<file path="src/rtl/htpp_pkg.sv">
`timescale 1ns / 1ps
// ----------------------------------------------------------------------------
// HTTP host/port parser package
// Shared constants, codes, payload structs and character helpers.
// ----------------------------------------------------------------------------
package htpp_pkg;

  // Host buffer capacity per bank, and derived widths.
  localparam int HOST_CAP  = 64;
  localparam int IDX_W     = $clog2(HOST_CAP);
  localparam int WIDX_W    = IDX_W + 2;          // signed, holds -1 .. HOST_CAP
  localparam int RAM_DEPTH = 2 * HOST_CAP;       // two banks
  localparam int RAM_AW    = IDX_W + 1;

  localparam logic [15:0] DEFAULT_PORT_RST = 16'd80;

  // Characters
  localparam logic [7:0] CH_NUL    = 8'h00;
  localparam logic [7:0] CH_SPACE  = 8'h20;
  localparam logic [7:0] CH_SLASH  = 8'h2f;
  localparam logic [7:0] CH_COLON  = 8'h3a;
  localparam logic [7:0] CH_DOT    = 8'h2e;
  localparam logic [7:0] CH_ZERO   = 8'h30;
  localparam logic [7:0] CH_NINE   = 8'h39;
  localparam logic [7:0] CH_LBRACK = 8'h5b;
  localparam logic [7:0] CH_RBRACK = 8'h5d;
  localparam logic [7:0] CH_H_LO   = 8'h68;
  localparam logic [7:0] CH_H_UP   = 8'h48;

  localparam int SCHEME_LEN = 4;
  localparam logic [7:0] SCHEME_TEXT [SCHEME_LEN] = '{8'h68, 8'h74, 8'h74, 8'h70};

  typedef enum logic [2:0] {
    PH_SKIP,
    PH_START,
    PH_SCHEME,
    PH_COLON,
    PH_SLASH,
    PH_HOST,
    PH_PORT
  } phase_t;

  typedef enum logic [2:0] {
    CLS_ERR   = 3'd0,
    CLS_EMPTY = 3'd1,
    CLS_DOM   = 3'd2,
    CLS_DOMP  = 3'd3,
    CLS_V4    = 3'd4,
    CLS_V4P   = 3'd5,
    CLS_V6    = 3'd6,
    CLS_V6P   = 3'd7
  } class_t;

  // Host buffer write request
  typedef struct packed {
    logic              en;
    logic [RAM_AW-1:0] addr;
    logic [7:0]        data;
  } ram_wr_t;

  // Finished string handed to the emitter
  typedef struct packed {
    logic        valid;
    logic        bank;
    class_t      cls;
    logic [15:0] port;
    logic        empty;
  } job_t;

  // Bank release: drop all valid bits of one bank
  typedef struct packed {
    logic en;
    logic bank;
  } vclr_t;

  function automatic logic is_digit(logic [7:0] c);
    return c inside {[CH_ZERO:CH_NINE]};
  endfunction

  // acc * 10 + digit, modulo 2^16
  function automatic logic [15:0] port_step(logic [15:0] acc, logic [7:0] c);
    logic [7:0] d;
    d = c - CH_ZERO;
    return (acc << 3) + (acc << 1) + {8'b0, d};
  endfunction

  // Closing verdict: an open IPv6 bracket or a full host is an error
  function automatic class_t finish_class(class_t cls, logic closed, logic full);
    class_t r;
    r = cls;
    if ((cls inside {CLS_V6, CLS_V6P}) && !closed) r = CLS_ERR;
    if (full) r = CLS_ERR;
    return r;
  endfunction

endpackage

</file>
<file path="src/rtl/http_target_host_port_parser_unit.sv">
`timescale 1ns / 1ps
// The first result of a run passes through the emitter's read stage and its output register.
// Throughput: one request byte per cycle in, one result per cycle out while out_ready is high;
// a run's host bytes go out in order, paced by the single read port of the host buffer RAM.
// An end-of-string byte waits while the previous run is still being read out.
// Reset (synchronous, active high) clears parse state, valid bits and the output stages;
// default_port returns to 80. No clearing pass is needed.
// ----------------------------------------------------------------------------
// HTTP request-target host/port parser
// Classifies the host part of a request target and emits the host bytes with
// the class and port.
// ----------------------------------------------------------------------------
module http_target_host_port_parser_unit
  import htpp_pkg::*;
(
  input  logic        clk,
  input  logic        rst,
  input  logic        in_valid,
  output logic        in_ready,
  input  logic [7:0]  in_byte,
  input  logic        end_of_string,
  output logic        out_valid,
  input  logic        out_ready,
  output logic [7:0]  host_byte,
  output logic [2:0]  host_class,
  output logic [15:0] port_number,
  output logic        last,
  input  logic        cfg_we,
  input  logic [15:0] cfg_wdata
);

  // The host buffer is split in two banks. The parser fills one bank while
  // the emitter drains the other, so a new request streams in during the
  // previous run. Per-entry valid bits (flops) mark stored host bytes; a bank
  // is released by dropping all its valid bits when its run is read out.

  logic                     take;
  logic                     emit_busy;
  ram_wr_t                  ram_wr;
  job_t                     job;
  vclr_t                    vclr;
  logic [1:0][HOST_CAP-1:0] valid_bits;
  logic                     rd_en;
  logic [RAM_AW-1:0]        rd_addr;
  logic [7:0]               rd_data;

  // Hold the end-of-string byte while the other bank is still going out;
  // ordinary bytes go into the free bank at full rate.
  assign in_ready = !(emit_busy && end_of_string);
  assign take     = in_valid && in_ready;

  htpp_parser u_parser (
    .clk          (clk),
    .rst          (rst),
    .take         (take),
    .in_byte      (in_byte),
    .end_of_string(end_of_string),
    .cfg_we       (cfg_we),
    .cfg_wdata    (cfg_wdata),
    .vclr         (vclr),
    .wr           (ram_wr),
    .job          (job),
    .valid_bits   (valid_bits)
  );

  // Parser writes its bank, emitter reads the other: no same-entry overlap.
  htpp_host_ram u_ram (
    .clk    (clk),
    .wr     (ram_wr),
    .rd_en  (rd_en),
    .rd_addr(rd_addr),
    .rd_data(rd_data)
  );

  htpp_emitter u_emitter (
    .clk        (clk),
    .rst        (rst),
    .job        (job),
    .valid_bits (valid_bits),
    .rd_data    (rd_data),
    .out_ready  (out_ready),
    .busy       (emit_busy),
    .rd_en      (rd_en),
    .rd_addr    (rd_addr),
    .vclr       (vclr),
    .out_valid  (out_valid),
    .host_byte  (host_byte),
    .host_class (host_class),
    .port_number(port_number),
    .last       (last)
  );

endmodule

</file>
<file path="src/rtl/htpp_host_ram.sv">
`timescale 1ns / 1ps
// ----------------------------------------------------------------------------
// Host buffer RAM
// Two banks of host bytes, one write port, one registered read port.
// ----------------------------------------------------------------------------
module htpp_host_ram
  import htpp_pkg::*;
(
  input  logic              clk,
  input  ram_wr_t           wr,
  input  logic              rd_en,
  input  logic [RAM_AW-1:0] rd_addr,
  output logic [7:0]        rd_data
);

  logic [7:0] mem [RAM_DEPTH];

  always_ff @(posedge clk) begin
    if (wr.en) begin
      mem[wr.addr] <= wr.data;
    end
  end

  // Read data holds until the next read.
  always_ff @(posedge clk) begin
    if (rd_en) begin
      rd_data <= mem[rd_addr];
    end
  end

endmodule

</file>
<file path="src/rtl/htpp_parser.sv">
`timescale 1ns / 1ps
// ----------------------------------------------------------------------------
// Character parser
// Per-byte state machine; writes host bytes into the current bank and hands
// the bank to the emitter on the final byte of a string.
// ----------------------------------------------------------------------------
module htpp_parser
  import htpp_pkg::*;
(
  input  logic                          clk,
  input  logic                          rst,
  input  logic                          take,
  input  logic [7:0]                    in_byte,
  input  logic                          end_of_string,
  input  logic                          cfg_we,
  input  logic [15:0]                   cfg_wdata,
  input  vclr_t                         vclr,
  output ram_wr_t                       wr,
  output job_t                          job,
  output logic [1:0][HOST_CAP-1:0]      valid_bits
);

  phase_t                   parse_phase, parse_phase_next;
  class_t                   class_so_far, class_so_far_next;
  logic [2:0]               scheme_cnt, scheme_cnt_next;
  logic [2:0]               dot_cnt, dot_cnt_next;
  logic                     v6_closed, v6_closed_next;
  logic                     scheme_seen, scheme_seen_next;
  logic [7:0]               prev_byte, prev_byte_next;
  logic signed [WIDX_W-1:0] widx, widx_next;
  logic [15:0]              port_acc, port_acc_next;
  logic                     verdict_done, verdict_done_next;
  logic [IDX_W:0]           spaces, spaces_next;
  logic                     pbank;
  logic [15:0]              default_port;
  logic [1:0][HOST_CAP-1:0] valid_next;

  logic                     wr_en;
  logic [IDX_W-1:0]         wr_idx;
  logic [HOST_CAP-1:0]      clr_mask;
  logic                     valid0_after;

  // Next state
  always_comb begin
    logic [7:0] c;
    logic       stop;
    phase_t     ph;

    parse_phase_next  = parse_phase;
    class_so_far_next = class_so_far;
    scheme_cnt_next   = scheme_cnt;
    dot_cnt_next      = dot_cnt;
    v6_closed_next    = v6_closed;
    scheme_seen_next  = scheme_seen;
    prev_byte_next    = prev_byte;
    widx_next         = widx;
    port_acc_next     = port_acc;
    verdict_done_next = verdict_done;
    spaces_next       = spaces;
    wr_en             = 1'b0;
    wr_idx            = '0;
    clr_mask          = '0;
    c                 = in_byte;
    stop              = 1'b0;
    ph                = parse_phase;

    if (take && !verdict_done) begin
      if (c == CH_NUL) begin
        class_so_far_next = finish_class(class_so_far, v6_closed, widx >= HOST_CAP);
        verdict_done_next = 1'b1;
      end else begin
        if (ph == PH_SKIP) begin
          if (c == CH_SPACE && spaces < HOST_CAP) begin
            spaces_next = spaces + 1'b1;
            stop        = 1'b1;
          end else begin
            ph               = PH_START;
            parse_phase_next = PH_START;
          end
        end

        // Port digits after the host
        if (!stop && ph == PH_PORT) begin
          stop = 1'b1;
          if (is_digit(c)) begin
            port_acc_next = port_step(port_acc, c);
          end else if (c == CH_SLASH) begin
            class_so_far_next = finish_class(class_so_far, v6_closed, widx >= HOST_CAP);
            verdict_done_next = 1'b1;
          end
        end

        if (!stop) begin
          case (ph)
            PH_START: begin
              if (c == CH_H_LO || c == CH_H_UP) begin
                class_so_far_next = CLS_DOM;
                parse_phase_next  = PH_SCHEME;
                scheme_cnt_next   = 3'd1;
              end else if (c == CH_SLASH) begin
                port_acc_next     = '0;
                verdict_done_next = 1'b1;
                stop              = 1'b1;
              end else if (c == CH_LBRACK) begin
                class_so_far_next = CLS_V6;
                parse_phase_next  = PH_HOST;
                widx_next         = '1;
              end else begin
                parse_phase_next  = PH_HOST;
                class_so_far_next = is_digit(c) ? CLS_V4 : CLS_DOM;
              end
            end
            PH_SCHEME: begin
              if (scheme_cnt >= 3'(SCHEME_LEN)) begin
                parse_phase_next = (c == CH_COLON) ? PH_COLON : PH_HOST;
              end
              if (scheme_cnt < 3'(SCHEME_LEN) && c == SCHEME_TEXT[scheme_cnt[1:0]]) begin
                scheme_cnt_next = scheme_cnt + 3'd1;
              end
            end
            PH_COLON: begin
              if (c == CH_SLASH) begin
                parse_phase_next = PH_SLASH;
              end else if (is_digit(c)) begin
                parse_phase_next = PH_PORT;
                port_acc_next    = port_step(port_acc, c);
                widx_next        = '1;
              end else begin
                class_so_far_next = CLS_ERR;
                port_acc_next     = '0;
                verdict_done_next = 1'b1;
                stop              = 1'b1;
              end
            end
            PH_SLASH: begin
              if (c == CH_SLASH && !scheme_seen) begin
                scheme_seen_next = 1'b1;
                parse_phase_next = PH_HOST;
                // drop what the scheme left in the buffer
                for (int l = 0; l < HOST_CAP; l++) begin
                  clr_mask[l] = (l <= int'(widx));
                end
                widx_next = '1;
              end else begin
                if (c == CH_SLASH) class_so_far_next = CLS_ERR;
                port_acc_next     = '0;
                verdict_done_next = 1'b1;
                stop              = 1'b1;
              end
            end
            default: begin
              // host characters
              if (c == CH_SLASH) begin
                if (prev_byte == CH_SLASH && scheme_seen) class_so_far_next = CLS_ERR;
                if ((class_so_far == CLS_V6 || class_so_far == CLS_V6P) && !v6_closed) begin
                  class_so_far_next = CLS_ERR;
                end
                port_acc_next     = '0;
                verdict_done_next = 1'b1;
                stop              = 1'b1;
              end else if (c != CH_COLON) begin
                case (class_so_far)
                  CLS_DOM: begin
                    if (c == CH_LBRACK) begin
                      class_so_far_next = CLS_V6;
                      widx_next         = '1;
                    end
                  end
                  CLS_V4: begin
                    if (!is_digit(c) && c != CH_DOT) begin
                      class_so_far_next = CLS_DOM;
                    end else if (c == CH_DOT) begin
                      dot_cnt_next = dot_cnt + 3'd1;
                      if (dot_cnt_next >= 3'd4) begin
                        class_so_far_next = CLS_ERR;
                        port_acc_next     = '0;
                        verdict_done_next = 1'b1;
                        stop              = 1'b1;
                      end
                    end
                  end
                  CLS_V6: begin
                    if (!is_digit(c) && c != CH_RBRACK) begin
                      class_so_far_next = CLS_DOM;
                    end else if (c == CH_RBRACK) begin
                      v6_closed_next = 1'b1;
                    end
                  end
                  default: begin
                    class_so_far_next = CLS_ERR;
                    port_acc_next     = '0;
                    verdict_done_next = 1'b1;
                    stop              = 1'b1;
                  end
                endcase
              end else if (class_so_far != CLS_V6) begin
                parse_phase_next = PH_COLON;
                if (class_so_far == CLS_V4) begin
                  class_so_far_next = CLS_V4P;
                end else if (class_so_far == CLS_DOM) begin
                  class_so_far_next = CLS_DOMP;
                  widx_next         = '1;
                end else begin
                  class_so_far_next = CLS_ERR;
                end
              end else if (v6_closed) begin
                parse_phase_next  = PH_COLON;
                class_so_far_next = CLS_V6P;
              end
            end
          endcase

          // store the byte and advance the write index
          if (!stop) begin
            if (widx_next >= 0 && widx_next < HOST_CAP && !v6_closed_next) begin
              wr_en  = 1'b1;
              wr_idx = widx_next[IDX_W-1:0];
            end
            widx_next      = widx_next + WIDX_W'(1);
            prev_byte_next = c;
            if (parse_phase_next == PH_PORT) begin
              if (!(valid_bits[pbank][0] || (wr_en && wr_idx == '0))) begin
                class_so_far_next = CLS_ERR;
                port_acc_next     = '0;
                verdict_done_next = 1'b1;
              end
            end else if (widx_next >= HOST_CAP) begin
              class_so_far_next = finish_class(class_so_far_next, v6_closed_next, 1'b1);
              verdict_done_next = 1'b1;
            end
          end
        end
      end
    end

    valid_next = valid_bits;
    if (vclr.en) valid_next[vclr.bank] = '0;
    valid_next[pbank] = valid_next[pbank] & ~clr_mask;
    if (wr_en) valid_next[pbank][wr_idx] = 1'b1;
  end

  // Outputs
  always_comb begin
    valid0_after = (valid_bits[pbank][0] & ~clr_mask[0]) | (wr_en && wr_idx == '0);

    wr.en   = wr_en;
    wr.addr = {pbank, wr_idx};
    wr.data = in_byte;

    job.valid = take && end_of_string;
    job.bank  = pbank;
    job.cls   = verdict_done_next ? class_so_far_next
              : finish_class(class_so_far_next, v6_closed_next, widx_next >= HOST_CAP);
    job.port  = (port_acc_next == '0) ? default_port : port_acc_next;
    job.empty = !valid0_after;
  end

  always_ff @(posedge clk) begin
    if (rst) begin
      default_port <= DEFAULT_PORT_RST;
      valid_bits   <= '0;
      pbank        <= 1'b0;
    end else begin
      if (cfg_we) default_port <= cfg_wdata;
      valid_bits <= valid_next;
      if (take && end_of_string) pbank <= ~pbank;
    end
  end

  always_ff @(posedge clk) begin
    if (rst || (take && end_of_string)) begin
      parse_phase  <= PH_SKIP;
      class_so_far <= CLS_EMPTY;
      scheme_cnt   <= '0;
      dot_cnt      <= '0;
      v6_closed    <= 1'b0;
      scheme_seen  <= 1'b0;
      prev_byte    <= '0;
      widx         <= '0;
      port_acc     <= '0;
      verdict_done <= 1'b0;
      spaces       <= '0;
    end else begin
      parse_phase  <= parse_phase_next;
      class_so_far <= class_so_far_next;
      scheme_cnt   <= scheme_cnt_next;
      dot_cnt      <= dot_cnt_next;
      v6_closed    <= v6_closed_next;
      scheme_seen  <= scheme_seen_next;
      prev_byte    <= prev_byte_next;
      widx         <= widx_next;
      port_acc     <= port_acc_next;
      verdict_done <= verdict_done_next;
      spaces       <= spaces_next;
    end
  end

endmodule

</file>
<file path="src/rtl/htpp_emitter.sv">
`timescale 1ns / 1ps
// ----------------------------------------------------------------------------
// Result emitter
// Reads one bank of the host buffer in order and sends the run of results.
// ----------------------------------------------------------------------------
module htpp_emitter
  import htpp_pkg::*;
(
  input  logic                     clk,
  input  logic                     rst,
  input  job_t                     job,
  input  logic [1:0][HOST_CAP-1:0] valid_bits,
  input  logic [7:0]               rd_data,
  input  logic                     out_ready,
  output logic                     busy,
  output logic                     rd_en,
  output logic [RAM_AW-1:0]        rd_addr,
  output vclr_t                    vclr,
  output logic                     out_valid,
  output logic [7:0]               host_byte,
  output logic [2:0]               host_class,
  output logic [15:0]              port_number,
  output logic                     last
);

  logic             bank;
  class_t           cls;
  logic [15:0]      port;
  logic             empty;
  logic [IDX_W-1:0] k;
  logic [IDX_W-1:0] k_inc;

  logic             s1_valid;
  logic             s1_zero;
  logic             s1_last;
  class_t           s1_cls;
  logic [15:0]      s1_port;

  logic             s1_move;
  logic             issue;
  logic             run_end;

  always_comb begin
    k_inc   = k + 1'b1;
    run_end = empty || (k == IDX_W'(HOST_CAP - 1)) || !valid_bits[bank][k_inc];
    s1_move = s1_valid && (!out_valid || out_ready);
    issue   = busy && (!s1_valid || s1_move);
    rd_en   = issue && !empty;
    rd_addr = {bank, k};
    vclr.en   = issue && run_end;
    vclr.bank = bank;
  end

  always_ff @(posedge clk) begin
    if (rst) begin
      busy     <= 1'b0;
      s1_valid <= 1'b0;
      out_valid <= 1'b0;
    end else begin
      if (job.valid) begin
        busy <= 1'b1;
      end else if (issue && run_end) begin
        busy <= 1'b0;
      end

      if (issue) begin
        s1_valid <= 1'b1;
      end else if (s1_move) begin
        s1_valid <= 1'b0;
      end

      if (s1_move) begin
        out_valid <= 1'b1;
      end else if (out_ready) begin
        out_valid <= 1'b0;
      end
    end
  end

  always_ff @(posedge clk) begin
    if (job.valid) begin
      bank  <= job.bank;
      cls   <= job.cls;
      port  <= job.port;
      empty <= job.empty;
      k     <= '0;
    end else if (issue) begin
      k <= k_inc;
    end

    if (issue) begin
      s1_zero <= empty;
      s1_last <= run_end;
      s1_cls  <= cls;
      s1_port <= port;
    end

    if (s1_move) begin
      host_byte   <= s1_zero ? 8'h00 : rd_data;
      host_class  <= s1_cls;
      port_number <= s1_port;
      last        <= s1_last;
    end
  end

endmodule
</file>
<file path="config.mk">
export PLATFORM = sky130hd
export DESIGN_NAME = http_target_host_port_parser_unit
export DESIGN_NICKNAME = d
export VERILOG_FILES = /design/src/rtl/htpp_pkg.sv /design/src/rtl/http_target_host_port_parser_unit.sv /design/src/rtl/htpp_host_ram.sv /design/src/rtl/htpp_parser.sv /design/src/rtl/htpp_emitter.sv
export SDC_FILE = /design/constraint.sdc
export NUM_CORES = 2
export LEC_CHECK = 0
export BUFFER_PORTS_ARGS = -buffer_cell sky130_fd_sc_hd__buf_2
export CAP_MARGIN = 10
export CORE_AREA = 2 2 305 608
export CTS_BUF_LIST = sky130_fd_sc_hd__clkbuf_8
export CTS_CLUSTER_SIZE = 16
export DETAILED_ROUTE_END_ITERATION = 10
export DIE_AREA = 0 0 307 610
export GPL_ROUTABILITY_DRIVEN = 0
export PLACE_DENSITY_LB_ADDON = 0.12
export SYNTH_ARGS = -nofsm -noshare
export SYNTH_HDL_FRONTEND = slang
export SYNTH_SLANG_ARGS = --single-unit
</file>
<file path="constraint.sdc">
create_clock -name clk -period 7.9 [get_ports clk]
set_clock_uncertainty 0.15 [all_clocks]
set_input_delay 1.58 -clock clk [delete_from_list [all_inputs] [get_ports clk]]
set_output_delay 1.58 -clock clk [all_outputs]
set_load 0.02 [all_outputs]
</file>
==> impl_metrics.tcl <==
set metrics [dict create \
    synth.lib_cells_used.distinct 98 \
    synthesis.nets 3293 \
    worstPathMaxFanout 42 \
    row_count 222 \
    timing.final.crit_period_ns 6.22 \
    wl_per_cell_um 30.9 \
    gr-total-overflow 0 \
    setup-tns-final_ns 0 \
    htree_num_levels 4 \
    die_footprint_mm2 0.187 \
    core_area_mm2 0.183 \
    floorplan.die.width_um 307 \
    r2r_start "u_parser.parse_phase[2]$_SDFFE_PP0P_" \
    synth.ff_latch_count 1310 \
    wl_mm 183 \
    drive_above_1_share 0.240 \
    worstHoldEndpoint "u_emitter.s1_port[4]$_DFFE_PP_" \
    synth_top_cell_by_area "sky130_fd_sc_hd__edfxtp_1" \
    worst_path_max_delay_cell "sky130_fd_sc_hd__a2111oi_0" \
    cp-start-kind "input port" \
    run_status "finished clean" \
    cell_depth_of_the_worst_flop_to_flop_path 13 \
    layout.filler_cells 17706 \
    area_taken_by_multi_input_logic_gates_mm2 0.0163 \
    clk_path_buf_depth 4 \
    timing.rr.end "u_ram.mem[117][7]$_DFFE_PP_" \
    area.sequential_mm2 0.0373 \
    synth_enable_flop_cells 1102 \
    syn-cell-area_mm2 0.0545 \
    worstSkewPairLatency_ns 0.92 \
    cts_root_buffer "sky130_fd_sc_hd__clkbuf_8" \
    finalInstanceArea_mm2 0.0615 \
    antenna_violations_before_repair 9 \
    drv_cap 0 \
    asyncSetResetFlopFracSynth 0 \
    detailedPlacementHpwl_mm 125 \
    ioPinCount 60 \
    fraction_of_the_yosys_area_taken_by_sequential_cells 0.684 \
    reg2reg_slack_ns 2.46 \
    cpPeakStageDelay_ns 0.75 \
    clkTransAtPathRegs_ns 0.07 \
    synthTopCellsByArea "sky130_fd_sc_hd__edfxtp_1 (61%), sky130_fd_sc_hd__mux4_2 (16%), sky130_fd_sc_hd__dfxtp_1 (7.6%)" \
    leakagePower_nw 19.2 \
    criticalPathCategory "input port to flop" \
    place.port_buffers 59 \
    mostFrequentLayoutCells "sky130_fd_sc_hd__edfxtp_1 (1102), sky130_fd_sc_hd__mux4_2 (378), sky130_fd_sc_hd__nor2_1 (243)" \
    worst_ep_required_time_ns 8.50 \
    postRouteAntennaNets 0 \
    post_drt_via_cell_ratio 5.28 \
    fin_crit_sh 0.787 \
    cts_setup_buffers 0 \
    ys_warn_count 0 \
    power.density_mw_per_mm2 254 \
    grt.total_usage 0.194 \
    yosys.area.top_type_share 0.608 \
    rsz0062_at_grt "false" \
    placedInstanceArea_mm2 0.0579 \
    post_synth_inst_count 3224 \
    cts.sinks 1310 \
    grt_max_degree 121 \
    timing_max_transition_violations_final 0 \
    detail_route.drc_violations 0 \
    tritoncts "yes" \
    min-delay-path-class "flop to flop" \
    min_delay_path_depth 0 \
    timing_limited_maximum_frequency_mhz 161 \
    min_from "u_emitter.port[4]$_DFFE_PP_" \
    vdd_ir_drop_max_mv 0.157 \
    areaGrowthSynthToFinish_pct 13.0 \
    cp_data_arrival_time_ns 6.82 \
    endpoint_kind "flop" \
    slew-limit-headroom 0.141 \
    final_common_cell "sky130_fd_sc_hd__edfxtp_1" \
    fp.dieH_um 610 \
    timing_hold_violations_final 0 \
    net_count_of_the_finished_layout 3464 \
    synth_top_flop_cell "sky130_fd_sc_hd__edfxtp_1" \
    synth.avg_cell_area_um2 16.9 \
    cts_hold_buf 0 \
    worst_margin_pin_slew_ns 1.28 \
    cell_breakdown_of_the_critical_path "buf_6, buf_4, a21oi_1, xnor2_1, fa_1, inv_1, ha_1, o211ai_1, nand2_1, and4_1, a211oi_1, o31a_1, a2111oi_0, nand4_1, a211o_1, nor3_4, a31o_2" \
    firstDrtPassIters 8 \
    detailroute.via_count 31250 \
    first_global_vias 33594 \
    first_iter_violations 2510 \
    report.final.setup_viol 0 \
    start_util 0.298 \
    cts_inserted_buffers 193 \
    grt_pass1_wl_mm 257 \
    cts_repair_resize_count 0 \
]
-- layout make-up --
cell class | count | area share
well taps | 2352 | 0.0478
repair buffers | 175 | 0.0205
clock buffers | 204 | 0.0456
multi-input cells | 1674 | 0.265
flip-flops and latches | 1310 | 0.606
diodes | 26 | 0.00106
inverters | 41 | 0.00250
clock inverters | 139 | 0.0119
-- stage by stage --
stage | hold slack, ns | util | power (mW) | instances | setup slack (ns)
after floorplan | 0.250 | - | 9.42 | 3224 | 2.60
after global placement | 0.250 | 0.317 | 10.6 | 5552 | 0.833
after detailed placement | 0.255 | 0.317 | 10.6 | 5552 | 0.752
after CTS | 0.257 | 0.336 | 15.9 | 5895 | 1.73
after global routing | 0.255 | 0.337 | 16.2 | 5912 | 1.37
final | 0.260 | 0.337 | 15.7 | 5921 | 1.68
-- per-layer routing --
layer,part of all wire,GRT usage,vias to the layer above
li1,-,-,13419
met2,0.56,0.375,1043
met4,0.065,0.116,0
met1,0.34,0.194,16347
met3,0.038,0.0282,441
met5,0,0,-
-- synth_stat cells, drive strengths merged (40+ instances only) --
| master | n |
|---|---|
| a21oi | 75 |
| buf | 69 |
| clkbuf | 130 |
| dfxtp | 208 |
| edfxtp | 1102 |
| inv | 40 |
| mux4 | 378 |
| nand2 | 149 |
| nand3 | 50 |
| nor2 | 245 |
| o21ai | 184 |
| o22ai | 119 |
-- flip-flops by register name, indices dropped and copies added, names as in the netlist, 3 cells and up --
signal and flops:
u_emitter.k 6, u_emitter.port 16, u_parser.prev_byte 8, u_parser.spaces 7
u_parser.default_port 16, u_emitter.host_class 3, u_emitter.s1_cls 3, u_emitter.host_byte 8
u_parser.valid_bits 128, u_parser.parse_phase 3, u_parser.dot_cnt 3, u_emitter.s1_port 16
u_parser.scheme_cnt 3, u_emitter.port_number 16, u_ram.rd_data 8, u_parser.widx 8
u_parser.class_so_far 3, u_parser.port_acc 16, u_ram.mem 1024, u_emitter.cls 3
-- power by group --
part           switching [mW]  total, mW  internal [mW]  leakage, nW
clock                    2.70       5.28           2.58         2.04
sequential             0.0949       7.64           7.54         11.6
combinational            1.58       2.73           1.16         5.52
total                    4.38       15.7           11.3         19.2
-- worst max path at each step --
stage	start	to	depth (start not counted)
2_1_floorplan	in_byte[6]	u_emitter.port[6]$_DFFE_PP_	18
5_1_grt	in_byte[4]	u_emitter.port[0]$_DFFE_PP_	17
6_report	in_byte[4]	u_emitter.port[1]$_DFFE_PP_	17
3_3_place_gp	in_byte[4]	u_emitter.port[1]$_DFFE_PP_	17
3_5_place_dp	in_byte[4]	u_emitter.port[0]$_DFFE_PP_	17
4_1_cts	in_byte[4]	u_emitter.port[1]$_DFFE_PP_	17
-- kinds of logic (layout without fill, tap and decap cells) --
logic type / count (synthesis) / in the layout / share of synthesized area
DFF: 1310 / 1310 / 0.684
and+or+nand+nor: 620 / 620 / 0.0532
AOI/OAI and AO/OA: 573 / 573 / 0.0676
muxes: 408 / 408 / 0.162
buffers and inverters: 240 / 559 / 0.0178
adders and majority gates: 39 / 39 / 0.00979
xor gates and xnor gates: 34 / 34 / 0.00547
other: 0 / 26 / 0
-- worst max-delay path, delay by kind of cell --
| family | cells | cell delay (ns) |
|---|---|---|
| compound gates | 7 | 2.11 |
| xor+xnor | 1 | 0.17 |
| fa+ha+maj | 2 | 0.90 |
| buf+inv | 3 | 0.88 |
| simple gates | 4 | 1.04 |
Power figures use the tool's default switching activity.
